--- config.mk ---
export PLATFORM = sky130hd
export DESIGN_NAME = nsl_lane
export DESIGN_NICKNAME = d
export VERILOG_FILES = /design/src/rtl/core/nsl_pkg.sv /design/src/rtl/core/nsl_lane.sv
export SDC_FILE = /design/constraint.sdc
export NUM_CORES = 2
export LEC_CHECK = 0
export ABC_AREA = 1
export BUFFER_PORTS_ARGS = -buffer_cell sky130_fd_sc_hd__buf_2
export CELL_PAD_IN_SITES_DETAIL_PLACEMENT = 1
export CELL_PAD_IN_SITES_GLOBAL_PLACEMENT = 2
export CORE_MARGIN = 3
export CORE_UTILIZATION = 37
export CTS_CLUSTER_DIAMETER = 200
export DETAILED_ROUTE_END_ITERATION = 10
export GPL_TIMING_DRIVEN = 0
export MAX_ROUTING_LAYER = met4
export PLACE_DENSITY = 0.81
export SLEW_MARGIN = 20
export SYNTH_ARGS = -nofsm -noshare
export SYNTH_HDL_FRONTEND = slang
export SYNTH_SLANG_ARGS = --single-unit
--- constraint.sdc ---
create_clock -name clk -period 9.6 [get_ports clk]
set_input_delay 1.44 -clock clk [delete_from_list [all_inputs] [get_ports clk]]
set_output_delay 1.44 -clock clk [all_outputs]
set_load 0.02 [all_outputs]
--- src/rtl/core/nsl_pkg.sv ---
// shared types and constants for the newton square root lanes block
package nsl_pkg;

  localparam int LANES         = 8;
  localparam int FRACTION_BITS = 28;
  localparam int WORD_W        = 32;
  localparam int THR_W         = 29;
  localparam int ITER_W        = 8;
  localparam int ADDR_W        = 4;

  localparam logic [WORD_W-1:0] ONE_FIX      = WORD_W'(1) << FRACTION_BITS;
  localparam logic [WORD_W-1:0] GUESS_RESET  = 32'd268435456;
  localparam logic [THR_W-1:0]  THR_RESET    = 29'd2684;
  localparam logic [ITER_W-1:0] ITER_RESET   = 8'd64;

  // register indexes on the config port
  typedef enum logic [1:0] {
    REG_GUESS     = 2'd0,
    REG_THRESHOLD = 2'd1,
    REG_MAX_ITER  = 2'd2
  } reg_index_t;

  typedef enum logic [2:0] {
    LS_IDLE,
    LS_SQ,
    LS_XP,
    LS_CHK,
    LS_XG3,
    LS_UPD,
    LS_ROOT,
    LS_DONE
  } lane_state_t;

  typedef struct packed {
    logic [WORD_W-1:0] value_0;
    logic [WORD_W-1:0] value_1;
    logic [WORD_W-1:0] value_2;
    logic [WORD_W-1:0] value_3;
    logic [WORD_W-1:0] value_4;
    logic [WORD_W-1:0] value_5;
    logic [WORD_W-1:0] value_6;
    logic [WORD_W-1:0] value_7;
    logic [LANES-1:0]  lane_valid;
  } arg_t;

  typedef struct packed {
    logic [WORD_W-1:0] root_0;
    logic [WORD_W-1:0] root_1;
    logic [WORD_W-1:0] root_2;
    logic [WORD_W-1:0] root_3;
    logic [WORD_W-1:0] root_4;
    logic [WORD_W-1:0] root_5;
    logic [WORD_W-1:0] root_6;
    logic [WORD_W-1:0] root_7;
    logic [LANES-1:0]  converged_mask;
  } res_t;

  // what one lane hands to the merge stage
  typedef struct packed {
    logic              done;
    logic              conv;
    logic [WORD_W-1:0] root;
  } lane_res_t;

  typedef struct packed {
    logic [WORD_W-1:0] guess;
    logic [THR_W-1:0]  threshold;
    logic [ITER_W-1:0] max_iter;
  } cfg_t;

  // fixed-point product, truncated and saturated to one word
  function automatic logic [WORD_W-1:0] fmul(input logic [WORD_W-1:0] a,
                                             input logic [WORD_W-1:0] b);
    logic [2*WORD_W-1:0]               full;
    logic [2*WORD_W-FRACTION_BITS-1:0] hi;
    full = (2*WORD_W)'(a) * (2*WORD_W)'(b);
    hi   = full[2*WORD_W-1:FRACTION_BITS];
    return (|hi[2*WORD_W-FRACTION_BITS-1:WORD_W]) ? '1 : hi[WORD_W-1:0];
  endfunction

endpackage

--- src/rtl/core/nsl_lane.sv ---
// one newton inverse square root lane with a shared multiplier
module nsl_lane
  import nsl_pkg::*;
(
  input  logic              clk,
  input  logic              rst,
  input  logic              start,
  input  logic              active,
  input  logic [WORD_W-1:0] x_in,
  input  cfg_t              cfg,
  input  logic              release_res,
  output lane_res_t         res
);

  lane_state_t state, state_next;

  logic [WORD_W-1:0] x, g, gg, prod, g3, root;
  logic [ITER_W-1:0] steps;
  logic              conv;

  logic [WORD_W-1:0] mul_a, mul_b, fm;
  logic [WORD_W-1:0] err;
  logic              in_tol;
  logic              at_cap;
  logic [WORD_W+1:0] t3w;
  logic [WORD_W-1:0] t3, diff;

  assign fm = fmul(mul_a, mul_b);

  assign err    = (prod >= ONE_FIX) ? prod - ONE_FIX : ONE_FIX - prod;
  assign in_tol = err <= WORD_W'(cfg.threshold);
  assign at_cap = steps == cfg.max_iter;

  assign t3w  = {2'b00, g} + {1'b0, g, 1'b0};
  assign t3   = (|t3w[WORD_W+1:WORD_W]) ? '1 : t3w[WORD_W-1:0];
  assign diff = (t3 > prod) ? t3 - prod : '0;

  always_comb begin
    state_next = state;
    unique case (state)
      LS_IDLE: begin
        if (start) begin
          state_next = active ? LS_SQ : LS_DONE;
        end
      end
      LS_SQ:   state_next = LS_XP;
      LS_XP:   state_next = LS_CHK;
      LS_CHK:  state_next = (in_tol || at_cap) ? LS_ROOT : LS_XG3;
      LS_XG3:  state_next = LS_UPD;
      LS_UPD:  state_next = LS_SQ;
      LS_ROOT: state_next = LS_DONE;
      LS_DONE: begin
        if (release_res) begin
          state_next = LS_IDLE;
        end
      end
      default: state_next = LS_IDLE;
    endcase
  end

  // multiplier operand selection per step
  always_comb begin
    mul_a = g;
    mul_b = g;
    unique case (state)
      LS_SQ:   begin mul_a = g;  mul_b = g;  end
      LS_XP:   begin mul_a = gg; mul_b = x;  end
      LS_CHK:  begin mul_a = gg; mul_b = g;  end
      LS_XG3:  begin mul_a = x;  mul_b = g3; end
      LS_ROOT: begin mul_a = x;  mul_b = g;  end
      default: begin mul_a = g;  mul_b = g;  end
    endcase
  end

  always_ff @(posedge clk) begin
    if (rst) begin
      state <= LS_IDLE;
    end else begin
      state <= state_next;
    end
  end

  always_ff @(posedge clk) begin
    case (state)
      LS_IDLE: begin
        if (start) begin
          x     <= x_in;
          g     <= cfg.guess;
          steps <= '0;
          root  <= '0;
          conv  <= 1'b1;
        end
      end
      LS_SQ:  gg   <= fm;
      LS_XP:  prod <= fm;
      LS_CHK: begin
        g3   <= fm;
        conv <= in_tol;
      end
      LS_XG3: prod <= fm;
      LS_UPD: begin
        g     <= {1'b0, diff[WORD_W-1:1]};
        steps <= steps + 1'b1;
      end
      LS_ROOT: root <= fm;
      default: ;
    endcase
  end

  assign res.done = state == LS_DONE;
  assign res.conv = conv;
  assign res.root = root;

endmodule

; ---- Yosys cells after proc, flatten, opt, wreduce, memory -nomap -nowiden
; Index checks and enable logic that the tools add are counted.
[totals]
reg_bits = 204
latch_bits = 0
ramBits = 0
rom_bits = 0
input_bits = 106
elab_cells = 62
memories = 0
[op_classes]
n_addsub = 5
multipliers = 1
n_div = 0
magnitude_cmp = 3
eq_ne = 10
n_shift = 0
n_mux = 19
bitwise = 0
reduce_logical = 15
[op_table]
columns = cell, n
row1 = 32-bit one-hot mux with 2 select lines, 4
row2 = 32-bit two-way mux, 6
row3 = 32-bit by 32-bit multiplier with 64-bit output, 1
row4 = 32-bit by 33-bit adder with 34-bit output, 1
row5 = "32-bit by 29-bit >= comparator with 1-bit output, second input constant", 1
row6 = 32-bit > comparator, 1
row7 = 32-bit by 29-bit less-or-equal comparator with 1-bit output, 1
row8 = "29-bit by 32-bit subtractor with 32-bit output, first input constant", 1
row9 = "32-bit by 29-bit subtractor with 32-bit output, second input constant", 1
row10 = 32-bit subtractor, 1
row11 = 3-bit one-hot mux with 8 select lines, 1
row12 = 8-bit one-hot mux with 2 select lines, 1
row13 = "3-bit equality test, second input constant", 4
row14 = 2-bit AND reduction, 5
row15 = 3-bit two-way mux, 3
row16 = "8-bit by 1-bit adder with 8-bit output, second input constant", 1
row17 = 8-bit equality test, 1
row18 = 8-bit two-way mux, 1
row19 = 2-bit OR reduction, 4
row20 = "3-bit by 2-bit equality test with 1-bit output, second input constant", 2
row21 = 2-bit nonzero test, 3
row22 = "2-bit != test, second input constant", 2
row23 = 4-bit OR reduction, 1
row24 = "3-bit by 1-bit equality test with 1-bit output, second input constant", 1
row25 = 5 further kinds, 5

; ---- Longest topological paths before layout
[logic_depth]
ltp_word = 7
ltp_mapped = 44
depth_no_buf = 39

; ---- Worst setup path before layout
; OpenSTA, ideal clock, no wires.
[synth_path]
path_kind = register to register
from = register state[1]
to = register root[20], data pin
setup_ns = 0.250
arrival_time_ns = 8.643
path_slack_ns = 0.707
stages_incl_launch_ff = 39
period_less_slack_ns = 8.893
path_cell_list = dfxtp_1 -> buf_4 -> nor2_2 -> nand2_1 -> nand2_2 -> buf_2 -> clkinv_1 -> clkbuf_1 -> a21oi_1 -> clkbuf_1 -> nor2_1 -> fa_1 -> fa_1 -> fa_1 -> inv_1 -> fa_1 -> inv_1 -> fa_1 -> [... 3 more ...] -> fa_1 -> inv_1 -> ha_1 -> a21oi_1 -> o21a_1 -> o21ai_0 -> a21oi_1 -> nor2_1 -> nor2_1 -> nand2_1 -> nand2_1 -> nand2_1 -> nor2_2 -> buf_6 -> buf_6 -> nand4_2 -> nand2_1 -> inv_1
[synth_between]
elab_chain_cells = 7
word_cells_on_any_way = 13
classes_between = 1 x mul / 4 x eq/ne / 4 x mux / 4 x reduce/logical
[synth_lines]
columns = item, line_no
row1 = start: declaration, nsl_lane.sv:15  ; lane_state_t state, state_next;
row2 = start signal: assignment, nsl_lane.sv:79  ; state <= state_next;
row3 = 3-bit equality test or 3-bit by 2-bit equality test with 1-bit output (tied branches), nsl_lane.sv:65  ; unique case (state)
row4 = 2-bit OR reduction (no source line), --
row5 = 32-bit one-hot mux with 2 select lines, nsl_lane.sv:65
row6 = 32-bit by 32-bit multiplier with 64-bit output (*), nsl_pkg.sv:76  ; full = (2*WORD_W)'(a) * (2*WORD_W)'(b);
row7 = 4-bit OR reduction, nsl_pkg.sv:78  ; return (|hi[2*WORD_W-FRACTION_BITS-1:WORD_W]) ? '1 : hi[WORD_W-1:0];
row8 = 32-bit two-way mux (*), nsl_pkg.sv:78
row9 = net fm[20], nsl_lane.sv:21  ; logic [WORD_W-1:0] mul_a, mul_b, fm;
row10 = 32-bit one-hot mux with 2 select lines (*), nsl_lane.sv:84  ; case (state)
row11 = end signal: assignment, nsl_lane.sv:105  ; LS_ROOT: root <= fm;
row12 = end: declaration, nsl_lane.sv:17  ; logic [WORD_W-1:0] x, g, gg, prod, g3, root;
; The timed path passes the listed nets; every way through them passes the cells marked *.
; A chain may end at the register's enable or synchronous reset.

; ---- Worst setup path after layout
[layout_path]
from = register state[1]
to = register root[7], data pin
[layout_between]
elab_chain_cells = 7
word_cells_on_any_way = 13
classes_between = 1 x mul / 4 x eq/ne / 4 x mux / 4 x reduce/logical
[layout_lines]
columns = item, line_no
row1 = "3-bit equality test, or another cell as far along", nsl_lane.sv:65
row2 = 2-bit OR reduction (no source line), --
row3 = 32-bit one-hot mux with 2 select lines, nsl_lane.sv:65
row4 = 32-bit by 32-bit multiplier with 64-bit output, nsl_pkg.sv:76
row5 = 4-bit OR reduction, nsl_pkg.sv:78
row6 = 32-bit two-way mux, nsl_pkg.sv:78
row7 = 32-bit one-hot mux with 2 select lines (*), nsl_lane.sv:84
; Every way passes the cells marked *; elsewhere a longest branch is shown, timed or not.

==> summary.txt <==
Yosys
  • Post-synth top cells: 1,314 x inv_1, 1,022 x nand2_1, 897 x fa_1
  • Synth Net Count: 7,146
  • Most common cell in the netlist: inv_1
  • Top cell type's share of synthesized area: 0.382
  • Asr flop ratio synth: 0
  • Register area share after synthesis: 0.130
  • Synth unique cells: 54
  • Cell area after synthesis: 0.0470 mm^2
  • FF+latch count, synth: 204
  • Synthesized area per cell: 8.12 um^2
  • Synth area leaders: fa_1 38%, edfxtp_1 13%, inv_1 11%
  • Synth warn: 0
  • EDFF count, synth: 201
  • Cell taking the most area after synthesis: fa_1
  • Synth Instances: 5,784
  • Top FF cell, synth: edfxtp_1

Routing
  • DRC Markers: 0
  • Metal3 WL: 20,500 um
  • Vias per inst: 5.35
  • Post-route ant nets: 0
  • Initial DRC Count: 3,647
  • DRT met1 WL: 89,200 um
  • DR vias: 41,300
  • Routed length per instance: 27.2 um
  • Top layer in use: met4
  • DR pass1 iterations: 6
  • WL met2: 91,700 um
  • Final wirelength: 210,000 um

Floorplanning
  • Row cnt: 130
  • Die height: 362 um
  • Chip width: 362 um
  • DIE AREA: 0.131 mm^2
  • Starting density of the core: 0.373
  • Core area: 0.126 mm^2
  • IO Count: 140

Setup path
  • R2R setup slack: 0.18 ns
  • Critical Path Start Type: register
  • WP data required: 9.88 ns
  • FF-to-FF Start: state[1]$_SDFFE_PP0P_
  • CP max stage delay: 0.68 ns
  • WS Path Type: register to register
  • Reg-to-Reg End: root[7]$_SDFFCE_PN0P_
  • Reg2Reg Depth: 36
  • Crit-path slowest cell: fa_2
  • Crit path from: state[1]$_SDFFE_PP0P_
  • Worst path most repeated cell: fa_1
  • Critical path endpoint category: register
  • CP max FO: 10
  • Critical path capture point: root[7]$_SDFFCE_PN0P_
  • Critical Path AT: 9.70 ns

Timing
  • Final period util: 0.981
  • Final Skew: 0.0206 ns
  • Worst-Margin Slew: 1.02 ns
  • Final setup violation count: 0
  • RSZ-0062 raised after global routing: true
  • FMAX: 106 MHz
  • Final Hold Fails: 0
  • Max-slew violation count: 0
  • Minimum clock period: 9.42 ns
  • Slew HR: 0.321

Clock network
  • Worst-skew pair later-pin latency: 0.54 ns
  • CTS Buffer Depth: 3
  • Clk sinks: 204
  • Cts bufs inserted: 21
  • Clk slew on worst S/H paths: 0.07 ns
  • CTS tree: yes
  • H-tree Lvls: 1
  • Clock root buffer: clkbuf_16

Final layout
  • Area delta synth->final: 13.3%
  • # fillers: 15,300
  • Layout Nets: 7,413
  • Final Util: 0.423
  • Layout cells sized above 1: 0.113

Job
  • Total of max-cap violations: 0

Placement
  • GP Congestion: 1.02
  • IO Port Bufs: 139
  • Final HPWL DP: 179,000 um

Global routing
  • Initial antenna violation count: 8
  • Vias in the first global route: 43,600
  • First-pass GRT wire length: 304,000 um
  • GRT overflow: 0
  • Largest net degree at the start of global routing: 41
  • Gr usage total: 0.330

Hold path
  • Min-delay src: steps[0]$_SDFFCE_PN0P_
  • HP Class: register to register

Run status
  • Status: finished clean
==> per-stage QoR <==
step	hold slack [ns]	worst slack (ns)	cell area [um^2]	instances	setup TNS, ns
after floorplan	0.592	0.707	47000	5784	0
after global placement	0.641	-3.68	49700	7573	-437.44
after detailed placement	0.656	-3.17	50000	7591	-365.74
after CTS	0.667	0.00196	52500	7692	0
after global routing	0.698	-0.0261	53200	7724	-0.142
final	0.667	0.184	53200	7726	0
==> final cells by class <==
class | instances | area (um^2) | share of cell area
Multi-Input combinational cell | 4025 | 35900 | 0.674
Tap cell | 1650 | 2060 | 0.0388
Buffer | 204 | 1460 | 0.0274
Clock inverter | 13 | 129 | 0.00242
Sequential cell | 204 | 6100 | 0.115
Clock buffer | 24 | 537 | 0.0101
Timing Repair Buffer | 255 | 1910 | 0.0360
Antenna cell | 11 | 27.5 | 0.000517
Inverter | 1340 | 5130 | 0.0964
==> logic make-up after synthesis <==
kind of cell	Yosys count	share of synthesized area
adders and majority gates	1256	0.478
xor gates and xnor gates	89	0.0166
DFF	204	0.130
AOI/OAI and AO/OA	521	0.0637
and+or+nand+nor	2159	0.186
buffers and inverters	1555	0.126
==> layer usage <==
layer  vias to the layer above  track usage
met5                         -            -
met4                         0        0.108
met3                       310       0.0821
met2                      1562        0.487
met1                     21500        0.446
li1                      18000            -
==> layout by cell type, fill, tap and decap left out, types with 22 or more instances in the layout <==
cell type / synthesis / layout
buf_2: 9 / 169
clkbuf_2: 0 / 41
a22o_1: 24 / 24
a21oi_4: 0 / 25
nand4_1: 41 / 41
ha_1: 359 / 349
inv_1: 1314 / 1304
fa_2: 0 / 29
nand3_1: 139 / 139
buf_6: 4 / 24
a21oi_1: 221 / 186
fa_1: 897 / 868
edfxtp_1: 201 / 201
clkbuf_4: 0 / 56
clkbuf_1: 183 / 26
o21ai_0: 155 / 145
nor2_1: 851 / 827
nor3_1: 40 / 39
xnor2_1: 25 / 25
buf_12: 1 / 23
clkbuf_16: 0 / 22
xor2_1: 64 / 64
nand2_1: 1022 / 1010
buf_4: 5 / 98
==> registers in the layout, summed over array words and instances (netlist names) <==
signal,cells
conv,1
g,32
g3,32
gg,32
prod,32
root,32
state,3
steps,8
x,32
==> what timing repair did <==
action	CTS	global route
cloned	1	1
hold buffers	0	0
pin swaps	41	21
buffers inserted	71	25
resized for setup	376	219
setup endpoints to repair	128	128
==> worst min-delay path by stage <==
stage	to	cells after the start
finish	steps[0]$_SDFFCE_PN0P_	1
global route	steps[0]$_SDFFCE_PN0P_	1
CTS	steps[0]$_SDFFCE_PN0P_	1
detailed placement	steps[0]$_SDFFCE_PN0P_	1
global placement	steps[0]$_SDFFCE_PN0P_	1
floorplan	state[0]$_SDFFE_PP0P_	3
==> worst max-delay path, delay by kind of cell (launching register included) <==
kind	cells	cell delay (ns)
and+or+nand+nor	9	1.24
DFF	1	0.33
buffers and inverters	12	1.78
adders and majority gates	9	4.58
AOI/OAI and AO/OA	6	1.18
Power is not shown: default switching activity piles up to over one toggle a cycle in this logic, so the estimate is an artifact.
