## src/rtl/core/nsl_pkg.sv

```systemverilog
// shared types and constants for the newton square root lanes block
package nsl_pkg;

  localparam int LANES         = 8;
  localparam int FRACTION_BITS = 28;
  localparam int WORD_W        = 32;
  localparam int THR_W         = 29;
  localparam int ITER_W        = 8;
  localparam int ADDR_W        = 4;

  localparam logic [WORD_W-1:0] ONE_FIX      = WORD_W'(1) << FRACTION_BITS;
  localparam logic [WORD_W-1:0] GUESS_RESET  = 32'd268435456;
  localparam logic [THR_W-1:0]  THR_RESET    = 29'd2684;
  localparam logic [ITER_W-1:0] ITER_RESET   = 8'd64;

  // register indexes on the config port
  typedef enum logic [1:0] {
    REG_GUESS     = 2'd0,
    REG_THRESHOLD = 2'd1,
    REG_MAX_ITER  = 2'd2
  } reg_index_t;

  typedef enum logic [2:0] {
    LS_IDLE,
    LS_SQ,
    LS_XP,
    LS_CHK,
    LS_XG3,
    LS_UPD,
    LS_ROOT,
    LS_DONE
  } lane_state_t;

  typedef struct packed {
    logic [WORD_W-1:0] value_0;
    logic [WORD_W-1:0] value_1;
    logic [WORD_W-1:0] value_2;
    logic [WORD_W-1:0] value_3;
    logic [WORD_W-1:0] value_4;
    logic [WORD_W-1:0] value_5;
    logic [WORD_W-1:0] value_6;
    logic [WORD_W-1:0] value_7;
    logic [LANES-1:0]  lane_valid;
  } arg_t;

  typedef struct packed {
    logic [WORD_W-1:0] root_0;
    logic [WORD_W-1:0] root_1;
    logic [WORD_W-1:0] root_2;
    logic [WORD_W-1:0] root_3;
    logic [WORD_W-1:0] root_4;
    logic [WORD_W-1:0] root_5;
    logic [WORD_W-1:0] root_6;
    logic [WORD_W-1:0] root_7;
    logic [LANES-1:0]  converged_mask;
  } res_t;

  // what one lane hands to the merge stage
  typedef struct packed {
    logic              done;
    logic              conv;
    logic [WORD_W-1:0] root;
  } lane_res_t;

  typedef struct packed {
    logic [WORD_W-1:0] guess;
    logic [THR_W-1:0]  threshold;
    logic [ITER_W-1:0] max_iter;
  } cfg_t;

  // fixed-point product, truncated and saturated to one word
  function automatic logic [WORD_W-1:0] fmul(input logic [WORD_W-1:0] a,
                                             input logic [WORD_W-1:0] b);
    logic [2*WORD_W-1:0]               full;
    logic [2*WORD_W-FRACTION_BITS-1:0] hi;
    full = (2*WORD_W)'(a) * (2*WORD_W)'(b);
    hi   = full[2*WORD_W-1:FRACTION_BITS];
    return (|hi[2*WORD_W-FRACTION_BITS-1:WORD_W]) ? '1 : hi[WORD_W-1:0];
  endfunction

endpackage

```

## src/rtl/core/nsl_merge.sv

```systemverilog
// collects the lane results into the registered output request
module nsl_merge
  import nsl_pkg::*;
(
  input  logic      clk,
  input  logic      rst,
  input  lane_res_t lane_res [LANES],
  input  logic      res_ready,
  output logic      res_valid,
  output res_t      res,
  output logic      take
);

  logic [LANES-1:0] done_vec;
  logic [LANES-1:0] conv_vec;
  res_t             res_next;

  always_comb begin
    for (int i = 0; i < LANES; i++) begin
      done_vec[i] = lane_res[i].done;
      conv_vec[i] = lane_res[i].conv;
    end
  end

  assign take = (&done_vec) && (!res_valid || res_ready);

  always_comb begin
    res_next.root_0         = lane_res[0].root;
    res_next.root_1         = lane_res[1].root;
    res_next.root_2         = lane_res[2].root;
    res_next.root_3         = lane_res[3].root;
    res_next.root_4         = lane_res[4].root;
    res_next.root_5         = lane_res[5].root;
    res_next.root_6         = lane_res[6].root;
    res_next.root_7         = lane_res[7].root;
    res_next.converged_mask = conv_vec;
  end

  always_ff @(posedge clk) begin
    if (rst) begin
      res_valid <= 1'b0;
    end else if (take) begin
      res_valid <= 1'b1;
    end else if (res_ready) begin
      res_valid <= 1'b0;
    end
  end

  always_ff @(posedge clk) begin
    if (take) begin
      res <= res_next;
    end
  end

endmodule

```

## config.mk

```make
export PLATFORM = sky130hd
export DESIGN_NAME = nsl_merge
export DESIGN_NICKNAME = d
export VERILOG_FILES = /design/src/rtl/core/nsl_pkg.sv /design/src/rtl/core/nsl_merge.sv
export SDC_FILE = /design/constraint.sdc
export NUM_CORES = 1
export LEC_CHECK = 0
export ABC_AREA = 1
export BUFFER_PORTS_ARGS = -buffer_cell sky130_fd_sc_hd__buf_2
export CAP_MARGIN = 25
export CORE_AREA = 2 2 207 209
export DETAILED_ROUTE_END_ITERATION = 10
export DIE_AREA = 0 0 209 211
export HOLD_SLACK_MARGIN = 0.03
export SLEW_MARGIN = 20
export SYNTH_ARGS = -nofsm -noshare
export SYNTH_HDL_FRONTEND = slang
export SYNTH_SLANG_ARGS = --single-unit
```

## constraint.sdc

```tcl
create_clock -name clk -period 28.2 [get_ports clk]
set_input_delay 1.41 -clock clk [delete_from_list [all_inputs] [get_ports clk]]
set_output_delay 1.41 -clock clk [all_outputs]
set_load 0.05 [all_outputs]
```

== After elaboration in Yosys (flattened, before gate mapping) ==
Index checks and enable logic that the tools add are counted.
Word-level totals
  logic and storage cells: 17
  bits in registers: 265
  bits of input ports: 275
  output and inout port bits: 266
Cells by class
  reduce and logical (&&, ||, !) cells: 5
  muxes and demuxes: 2
Operators with widths (count)
  8-bit AND reduction: 1
  1-bit two-way mux: 2
  2-bit nonzero test: 1
  1-bit logical AND: 1
  1-bit zero test: 1
  1-bit logical OR: 1

== Longest topological paths before layout ==
Gate-level depths: netlist (run 1).
  depth in word-level cells: 4
  mapped depth: 4
  depth with buffers taken out: 4

== Worst setup path before layout (run 1) ==
OpenSTA, ideal clock, no wires.
  path kind: input -> output
  start point: input port lane_res[169] in the netlist's numbering
  end point: output port take
  required time: 26.790 ns
  cell stages on the path: 4
  buffers on the path: 0
  slack: 13.625 ns
  arrival: 13.165 ns
  path through: nand2_1 > nor2_1 > nand2_1 > nor2_1
Between the ends
  longest elaborated chain between the ends: 2
RTL lines
  start, declared: line nsl_merge.sv:7  | input lane_res_t lane_res [LANES],
  8-bit AND reduction: line nsl_merge.sv:25  | assign take = (&done_vec) && (!res_valid || res_ready);
  1-bit logical AND: line nsl_merge.sv:25
  end, declared: line nsl_merge.sv:11  | output logic take
Every way passes these cells.

== Final worst setup path (run 1) ==
Same ends and word-level chain as after synthesis.

==> results.json, run 1 <==
{
  "syn-instance-count": 277,
  "worstHoldPathCells": 4,
  "vias_in_the_first_global_route": 5250,
  "reg2reg_setup_slack_ns": 25.57,
  "netlist_area_um2": 7998,
  "fin_tns_setup_ns": 0,
  "gr-total-overflow": 0,
  "cts_tree": "yes",
  "ys_seq_elements": 265,
  "synth_enable_flop_cells": 264,
  "synth_area_leader_cell": "edfxtp_1",
  "min-delay-path-class": "register to register",
  "timing.max_slew.rel_slack_pct": 28.24,
  "synth_ff_type": "edfxtp_1",
  "ant_nets": 0,
  "worst-r2r-cell-count": 5,
  "dieHeight_um": 211,
  "max-clock-path-buffers": 3,
  "cp_data_arrival_time_ns": 2.42,
  "yosys.area.top_type_share_pct": 99.12,
  "detail_route.wirelength_um": 24110,
  "cts.repair_timing.setup_buffer_count": 0,
  "nFillCells": 4175,
  "final_cell_area_um2": 12430,
  "timing.rr.start": "res_valid$_SDFFE_PP0P_",
  "power.leakage_uw": 0.005034,
  "critPathMaxFanout": 2,
  "start_kind": "primary input",
  "io_pins": 541,
  "grt_first_pass_wirelength_um": 33110,
  "placementRows": 75,
  "clockRootBuffer": "clkbuf_16",
  "hold-path-endpoint": "res_valid$_SDFFE_PP0P_",
  "worst_ep_required_time_ns": 26.79,
  "detail_route.vias_per_cell": 3.558,
  "initial_utilization_pct": 19.15,
  "skew_pair_late_insertion_delay_ns": 0.55,
  "die_w_um": 209,
  "report.final.slew_viol_count": 0,
  "r2r-end": "res[59]$_DFFE_PP_",
  "fin_crit_sh_pct": 13.57,
  "yosysMostFrequentCell": "edfxtp_1",
  "critical_path_class": "primary input to primary output",
  "p_sw_uw": 164.6,
  "nets": 1126,
  "count_of_final_hold_check_violations": 0,
  "postSynth.asyncResetShare_pct": 0,
  "drv.max_cap_violation_count": 0,
  "setup_violations": 0,
  "register_area_um2": 7948,
  "period_needed_ns": 3.828,
  "intPower_uw": 693.7,
  "full_die_area_um2": 44100,
  "syn-num-nets": 552,
  "grt_max_degree": 190,
  "power_density_nw_per_um2": 69.03,
  "min-delay-start": "res_valid$_SDFFE_PP0P_",
  "initial_antenna_violation_count": 6,
  "placement.cell_area_um2": 11410,
  "finalNonFillerCells": 1415,
  "worst_path_max_delay_cell": "buf_2",
  "grt_setup_unrepaired": "no",
  "clk_transition_reported_paths_ns": 0.06,
  "drt_drc_violations_left": 0,
  "worst_pin_slew_ns": 1.076,
  "crit_chain": "buf_2, nand2_1, nor2_1, nand2_1, nor2_4, buf_2",
  "layout-drive-gt1-share_pct": 67.09,
  "post_synth_main_area_contributors": "edfxtp_1, dfxtp_1, nand2_1, nor2_1, a21oi_2",
  "seqPwrFrac_pct": 50.6,
  "hpwl_um": 18630,
  "cts_hold_repair.buffers": 0,
  "post_synth.cell_area_avg_um2": 28.87,
  "multiInputGateArea_um2": 50.05,
  "yosysSeqAreaShare_pct": 99.37,
  "routedWlPerCell_um": 17.04,
  "p_comb_share_pct": 2.7,
  "cts_sinks": 265,
  "maxClockFrequency_mhz": 261.2,
  "max-vdd-ir-drop_mv": 0.04478,
  "ctsHtreeMaxLevel": 1,
  "clockPowerShare_pct": 46.7,
  "fin_worst_skew_ns": 0.008398,
  "placeableCoreArea_um2": 41760,
  "num_vias": 5034,
  "synth.lib_cells_used.distinct": 6,
  "firstDrtPassIters": 4,
  "cts.repair.resized": 0,
  "gpl.final_weighted_congestion": 0.7603,
  "cp_slowest_stage_delay_ns": 0.31,
  "cts-buffers-inserted": 30,
  "end_kind": "primary output",
  "outcome": "complete, no violations",
  "drt-initial-drc-count": 216,
  "placement.io_buffers": 540,
  "flow.area_growth_from_synthesis_pct": 55.48,
  "sw_frac_of_total_pct": 19.18,
  "post-place-cells": 1358,
  "netlist_top_cells_count": "edfxtp_1, nand2_1, nor2_1",
  "synthesis.yosys.warnings": 0,
  "grt.total_usage_pct": 10.22
}
-- per-stage QoR --
stage | setup WS [ns] | hold slack, ns | utilization (%) | power [uW]
finish | 24.37 | 0.5730 | 29.78 | 858.3
global route | 24.26 | 0.6138 | 29.78 | 889.0
CTS | 24.34 | 0.5755 | 29.77 | 873.9
detailed placement | 23.91 | 0.5639 | 27.32 | 466.4
global placement | 23.99 | 0.5622 | 27.32 | 465.6
floorplan | 13.62 | 0.7502 | - | 446.2
-- cell usage in the layout, fill, tap and decap left out, drive strengths merged --
master	netlist	layout
clkbuf	0	37
dfxtp	1	1
inv	2	4
a21oi	1	1
clkinvlp	0	2
nand2	5	5
bufinv	0	5
diode	0	1
buf	0	542
edfxtp	264	264
clkinv	0	10
nor2	4	4
-- power groups by stage --
stage	clock, uW	sequential (uW)	combinational, uW
after floorplan	0	446	0.507
after global placement	0	443	23.1
after detailed placement	0	443	23.9
after CTS	416	434	23.9
after global routing	429	434	25.7
final	401	434	23.3
-- worst max-delay path: cells and delay by family --
family                 cells  cell delay [ns]
buffers and inverters      2             0.40
AND/OR/NAND/NOR            4             0.58
-- worst max path at each step --
stage                       start                 end  slack (ns)  cells after the start
global route        lane_res[169]                take       24.26                      6
global placement    lane_res[169]  res[179]$_DFFE_PP_       23.99                      7
detailed placement  lane_res[169]  res[151]$_DFFE_PP_       23.91                      7
finish              lane_res[169]                take       24.37                      6
floorplan           lane_res[169]                take       13.62                      4
CTS                 lane_res[169]                take       24.34                      6
-- kinds of logic (layout without fill, tap and decap cells) --
| family | count (synthesis) | in the layout | share of synthesized area, % |
|---|---|---|---|
| compound gates | 1 | 1 | 0.1095 |
| buf+inv | 2 | 600 | 0.09390 |
| flops | 265 | 265 | 99.37 |
| other cells | 0 | 1 | 0 |
| simple gates | 9 | 9 | 0.4224 |
-- registers in the layout (all words and copies together), names as in the netlist --
name,cells
res,264
res_valid,1
-- cell type report --
cell class                 instances  area share, %
timing repair buffer             542          21.96
antenna                            1        0.02012
tap                              539          5.424
inverter                           2        0.06037
sequential                       265          63.92
clock buffer                      37          6.420
clock inverter                    19          1.801
multi-input combinational         10         0.4025
-- layer usage --
metal	GRT usage (%)	routed length [um]
met5	0	33
met4	2.980	540
met3	4.654	2557
met2	17.71	12140
met1	11.25	8835
Note: power is estimated with default switching activity, not from simulation.
==> run 2: changes to the inputs <==
--- a/config.mk
+++ b/config.mk
@@ -8,9 +8,9 @@
 export ABC_AREA = 1
 export BUFFER_PORTS_ARGS = -buffer_cell sky130_fd_sc_hd__buf_2
 export CAP_MARGIN = 25
-export CORE_AREA = 2 2 207 209
+export CORE_AREA = 2 2 209 211
 export DETAILED_ROUTE_END_ITERATION = 10
-export DIE_AREA = 0 0 209 211
+export DIE_AREA = 0 0 211 213
 export HOLD_SLACK_MARGIN = 0.03
 export SLEW_MARGIN = 20
 export SYNTH_ARGS = -nofsm -noshare
==> constraint.sdc (replaced) <==
create_clock -name clk -period 3.91 [get_ports clk]
set_input_delay 0.1955 -clock clk [delete_from_list [all_inputs] [get_ports clk]]
set_output_delay 0.1955 -clock clk [all_outputs]
set_load 0.05 [all_outputs]
==> run 2 against run 1 <==
- routed wire length grew 12%
- sequential share of layout area shrank 11 points
- largest cell class unchanged
- critical endpoint unchanged
- count of clock-buffer cells in the layout shrank 2
- first-iteration DRC count grew 30%
==> results.json, run 2 (synthesis results as in run 1) <==
{
  "worst_pin_slew_ns": 0.7679,
  "nFillCells": 4010,
  "cp_slowest_stage_delay_ns": 0.34,
  "ctsHtreeMaxLevel": 1,
  "largest_register": "res",
  "initial_antenna_violation_count": 6,
  "timing.max_slew.rel_slack_pct": 48.81,
  "most-common-layout-cells": "buf_2, dlygate4sd3_1, edfxtp_1, clkbuf_16, clkinv_1",
  "detail_route.wirelength_um": 27050,
  "hpwl_um": 18190,
  "grt_setup_unrepaired": "no",
  "worst_ep_required_time_ns": 3.71,
  "placement.setup.worst_slack_ns": 2.098,
  "count_of_final_hold_check_violations": 0,
  "cts_hold_repair.buffers": 266,
  "max-vdd-ir-drop_mv": 0.3122,
  "drt_drc_violations_left": 0,
  "crit_chain": "inv_2, nor2_2, nor2_4, buf_12, buf_2",
  "fin_crit_sh_pct": 52.27,
  "io_pins": 541,
  "outcome": "complete, no violations",
  "ant_nets": 0,
  "dieHeight_um": 213,
  "end_kind": "primary output",
  "grt_max_degree": 128,
  "placeableCoreArea_um2": 42700,
  "drt-initial-drc-count": 280,
  "drv.max_cap_violation_count": 0,
  "timing.rr.start": "res_valid$_SDFFE_PP0P_",
  "start_kind": "register",
  "die_w_um": 211,
  "flow.area_growth_from_synthesis_pct": 88.70,
  "gpl.final_weighted_congestion": 0.8147,
  "min-delay-start": "lane_res[171]",
  "grt_first_pass_wirelength_um": 37460,
  "skew_pair_late_insertion_delay_ns": 0.57,
  "total_power_uw": 6242,
  "clk_transition_reported_paths_ns": 0.06,
  "cts_tree": "yes",
  "post-route-worst-setup-slack_ns": 1.866,
  "full_die_area_um2": 44940,
  "placement.io_buffers": 540,
  "setup_violations": 0,
  "firstDrtPassIters": 4,
  "routedWlPerCell_um": 16.02,
  "fin_hold_ws_ns": 0.3339,
  "grt.total_usage_pct": 11.06,
  "initial_utilization_pct": 18.73,
  "placementRows": 76,
  "power.leakage_uw": 0.006142,
  "period_needed_ns": 2.044,
  "critPathMaxFanout": 64,
  "detail_route.vias_per_cell": 3.618,
  "cp_data_arrival_time_ns": 1.85,
  "max-clock-path-buffers": 3,
  "report.final.slew_viol_count": 0,
  "worst_path_max_delay_cell": "dfxtp_4",
  "cts_sinks": 265,
  "gr-total-overflow": 0,
  "largest_register_ffs": 264,
  "reg_top3": "res x264, res_valid x1",
  "crit_path_start": "res_valid$_SDFFE_PP0P_",
  "layout-drive-gt1-share_pct": 51.66,
  "clockRootBuffer": "clkbuf_16",
  "fin_tns_setup_ns": 0,
  "final_design_utilization_pct": 35.35,
  "maxClockFrequency_mhz": 489.3,
  "nets": 1395,
  "cts.repair_timing.setup_buffer_count": 0,
  "fin_worst_skew_ns": 0.02383,
  "power_density_nw_per_um2": 413.6,
  "cts-buffers-inserted": 30,
  "reg2reg_setup_slack_ns": 2.28,
  "num_vias": 6110,
  "critical_path_class": "register to primary output",
  "min-delay-path-class": "primary input to register",
  "cts.repair.resized": 0,
  "vias_in_the_first_global_route": 6580,
  "mostFrequentLayoutCell": "buf_2"
}
==> run 2: final timing paths <==
| path | end | cells past startpoint |
|---|---|---|
| worst max-delay path | take | 5 |
| worst min-delay path | res[169]$_DFFE_PP_ | 2 |
| worst max register to register | res[49]$_DFFE_PP_ | 5 |
| worst min register to register | res[222]$_DFFE_PP_ | 4 |
==> run 2: metal layers <==
metal	wire length (um)	GRT usage, %	part of all wire, %
met4	966	4.177	3.6
met5	54	0	0.20
met1	9793	11.81	36
met2	13600	19.56	50
met3	2639	4.515	9.8
==> run 2: stage by stage <==
step	area, um2	instances
CTS	15090	1688
global route	15090	1688
floorplan	8011	277
detailed placement	11470	1368
finish	15090	1689
global placement	11470	1368
==> run 2: layout make-up <==
cell class,instances,area (um2),area share (%)
inverter,2,7.507,0.04974
sequential,265,7951,52.69
clock inverter,19,163.9,1.086
multi-input combinational,10,52.55,0.3482
clock buffer,35,790.8,5.240
tap,546,683.2,4.527
timing repair buffer,811,5440,36.05
antenna,1,2.502,0.01658
==> run 2: power breakdown <==
group,internal [uW],switching [uW]
clock network,1630,1090
registers,3130,1.45
logic,272,119
==> run 2: worst max-delay path: cells and delay by family (launching register included) <==
kind	cells	cell delay, ns
buf+inv	3	0.69
flops	1	0.34
simple gates	2	0.18
==> run 3: changes to the inputs <==
==> constraint.sdc (replaced) <==
create_clock -name clk -period 2.1 [get_ports clk]
set_input_delay 0.105 -clock clk [delete_from_list [all_inputs] [get_ports clk]]
set_output_delay 0.105 -clock clk [all_outputs]
set_load 0.05 [all_outputs]
==> run 3 against run 2 <==
- largest cell class unchanged
- sequential cell count stayed put
- critical path type unchanged
- clock power rose by 61%
- cell count is 0.65% higher
- largest power group unchanged
- combinational power rose by 86%
- utilization is 0.059 points lower
- sequential share of layout area increased by 0.087 points
- sequential power increased by 86%
- count of clock-buffer cells in the layout unchanged
- cell area shrank 0.17%
- critical path depth unchanged
- non-clock buffer count is 16 higher
- via count grew 0.52%
==> results.json, run 3 (synthesis results as in run 1) <==
{
  "outcome": "complete, no violations",
  "cts-buffers-inserted": 27,
  "end_kind": "primary output",
  "drt_drc_violations_left": 0,
  "cp_data_arrival_time_ns": 1.62,
  "report.final.slew_viol_count": 0,
  "most-common-layout-cells": "buf_2, dlygate4sd3_1, edfxtp_1, clkbuf_16, buf_4",
  "m1WireLength_um": 9624,
  "start_kind": "register",
  "drt-initial-drc-count": 301,
  "cts.repair.resized": 0,
  "placement.setup.worst_slack_ns": 0.5296,
  "cts.repair_timing.setup_buffer_count": 0,
  "ant_nets": 0,
  "met2RoutedLength_um": 13660,
  "p_comb_share_pct": 6.7,
  "max-vdd-ir-drop_mv": 0.6351,
  "largest_register": "res",
  "grt_max_degree": 53,
  "intPower_uw": 8808,
  "grt.total_usage_pct": 10.96,
  "sw_frac_of_total_pct": 19.57,
  "count_of_final_hold_check_violations": 0,
  "num_vias": 6142,
  "placement.io_buffers": 540,
  "worst_pin_slew_ns": 0.2890,
  "fin_worst_skew_ns": 0.02310,
  "drv.max_cap_violation_count": 0,
  "nets": 1408,
  "power.leakage_uw": 0.006153,
  "placementRows": 76,
  "flow.area_growth_from_synthesis_pct": 88.39,
  "detail_route.wirelength_um": 26980,
  "power_density_nw_per_um2": 726.8,
  "full_die_area_um2": 44940,
  "maxClockFrequency_mhz": 579.8,
  "detail_route.vias_per_cell": 3.613,
  "crit_chain": "inv_2, nor2_2, nor2_4, buf_12, buf_2",
  "cp_slowest_stage_delay_ns": 0.34,
  "gpl.final_weighted_congestion": 0.7955,
  "placeableCoreArea_um2": 42700,
  "gr-total-overflow": 0,
  "cts_tree": "yes",
  "clockRootBuffer": "clkbuf_16",
  "p_sw_uw": 2143,
  "vias_in_the_first_global_route": 6554,
  "grt_setup_unrepaired": "no",
  "fin_crit_sh_pct": 82.13,
  "period_needed_ns": 1.725,
  "reg_top3": "res x264, res_valid x1",
  "min-delay-path-class": "primary input to register",
  "fin_tns_setup_ns": 0,
  "route.top_layer_used": "met5",
  "clockPowerShare_pct": 40.1,
  "cts_sinks": 265,
  "critPathBufInv": 3,
  "io_pins": 541,
  "largest_register_ffs": 264,
  "clk_transition_reported_paths_ns": 0.06,
  "ctsHtreeMaxLevel": 1,
  "initial_utilization_pct": 18.73,
  "mostFrequentLayoutCell": "buf_2",
  "critical_path_class": "register to primary output",
  "die_w_um": 211,
  "critPathMaxFanout": 23,
  "grt_first_pass_wirelength_um": 37100,
  "routedWlPerCell_um": 15.87,
  "post-route-worst-setup-slack_ns": 0.3753,
  "layout-drive-gt1-share_pct": 52.08,
  "skew_pair_late_insertion_delay_ns": 0.55,
  "max-clock-path-buffers": 3,
  "seqPwrFrac_pct": 53.2,
  "fin_hold_ws_ns": 0.2481,
  "setup_violations": 0,
  "hpwl_um": 19020,
  "dieHeight_um": 213,
  "met3WireLength_um": 2763,
  "worst_path_max_delay_cell": "dfxtp_4",
  "firstDrtPassIters": 6,
  "worst_ep_required_time_ns": 2.00,
  "cp_top_family": "buffers and inverters",
  "initial_antenna_violation_count": 5,
  "timing.max_slew.rel_slack_pct": 80.73
}
==> run 3: path summary, 6_finish.rpt <==
path	from	to	slack (ns)	depth (start not counted)
max	res_valid$_SDFFE_PP0P_	take	0.38	5
min	res_ready	res[127]$_DFFE_PP_	0.25	4
max reg2reg	res_valid$_SDFFE_PP0P_	res[252]$_DFFE_PP_	0.64	5
min reg2reg	res_valid$_SDFFE_PP0P_	res[127]$_DFFE_PP_	0.91	4
==> run 3: worst reg2reg max path, delay by kind of cell (launching register included) <==
kind	cells	cell delay, ns
buffers and inverters	3	0.60
flip-flops	1	0.34
AND/OR/NAND/NOR	2	0.19
==> run 3: layout make-up <==
cell class | instances | area (um2)
antenna | 2 | 5.005
clock buffer | 35 | 705.7
clock inverter | 13 | 88.84
fill | 3950 | 27630
inverter | 2 | 7.507
multi-input combinational | 10 | 52.55
sequential | 265 | 7951
tap | 546 | 683.2
timing repair buffer | 827 | 5573
==> run 3: power by group through the flow <==
stage,combinational (uW),sequential [uW],clock [uW]
2_1_floorplan,6.96,5980,0
3_3_place_gp,321,5940,0
3_5_place_dp,330,5940,0
4_1_cts,724,5830,4530
5_1_grt,781,5830,4730
6_report,729,5830,4390
==> run 3: per-layer routing <==
layer / global-route usage, % / vias up
li1: - / 2841
met3: 4.912 / 58
met2: 19.34 / 356
met4: 4.128 / 4
met5: 0 / -
met1: 11.44 / 2883
==> run 3: metrics by stage <==
stage	std cells	power, uW	utilization [%]	instance area (um2)
final	1700	10950	35.29	15070
after CTS	1698	11080	35.28	15060
after detailed placement	1384	6271	27.18	11600
after global routing	1699	11340	35.28	15060
after global placement	1384	6262	27.18	11600
after floorplan	277	5986	-	8011
==> run 3: what timing repair did <==
action / 4_1_cts / 5_1_grt
setup endpoints to repair: 0 / 0
hold buffers: 266 / 0
hold endpoints to repair: 265 / 0
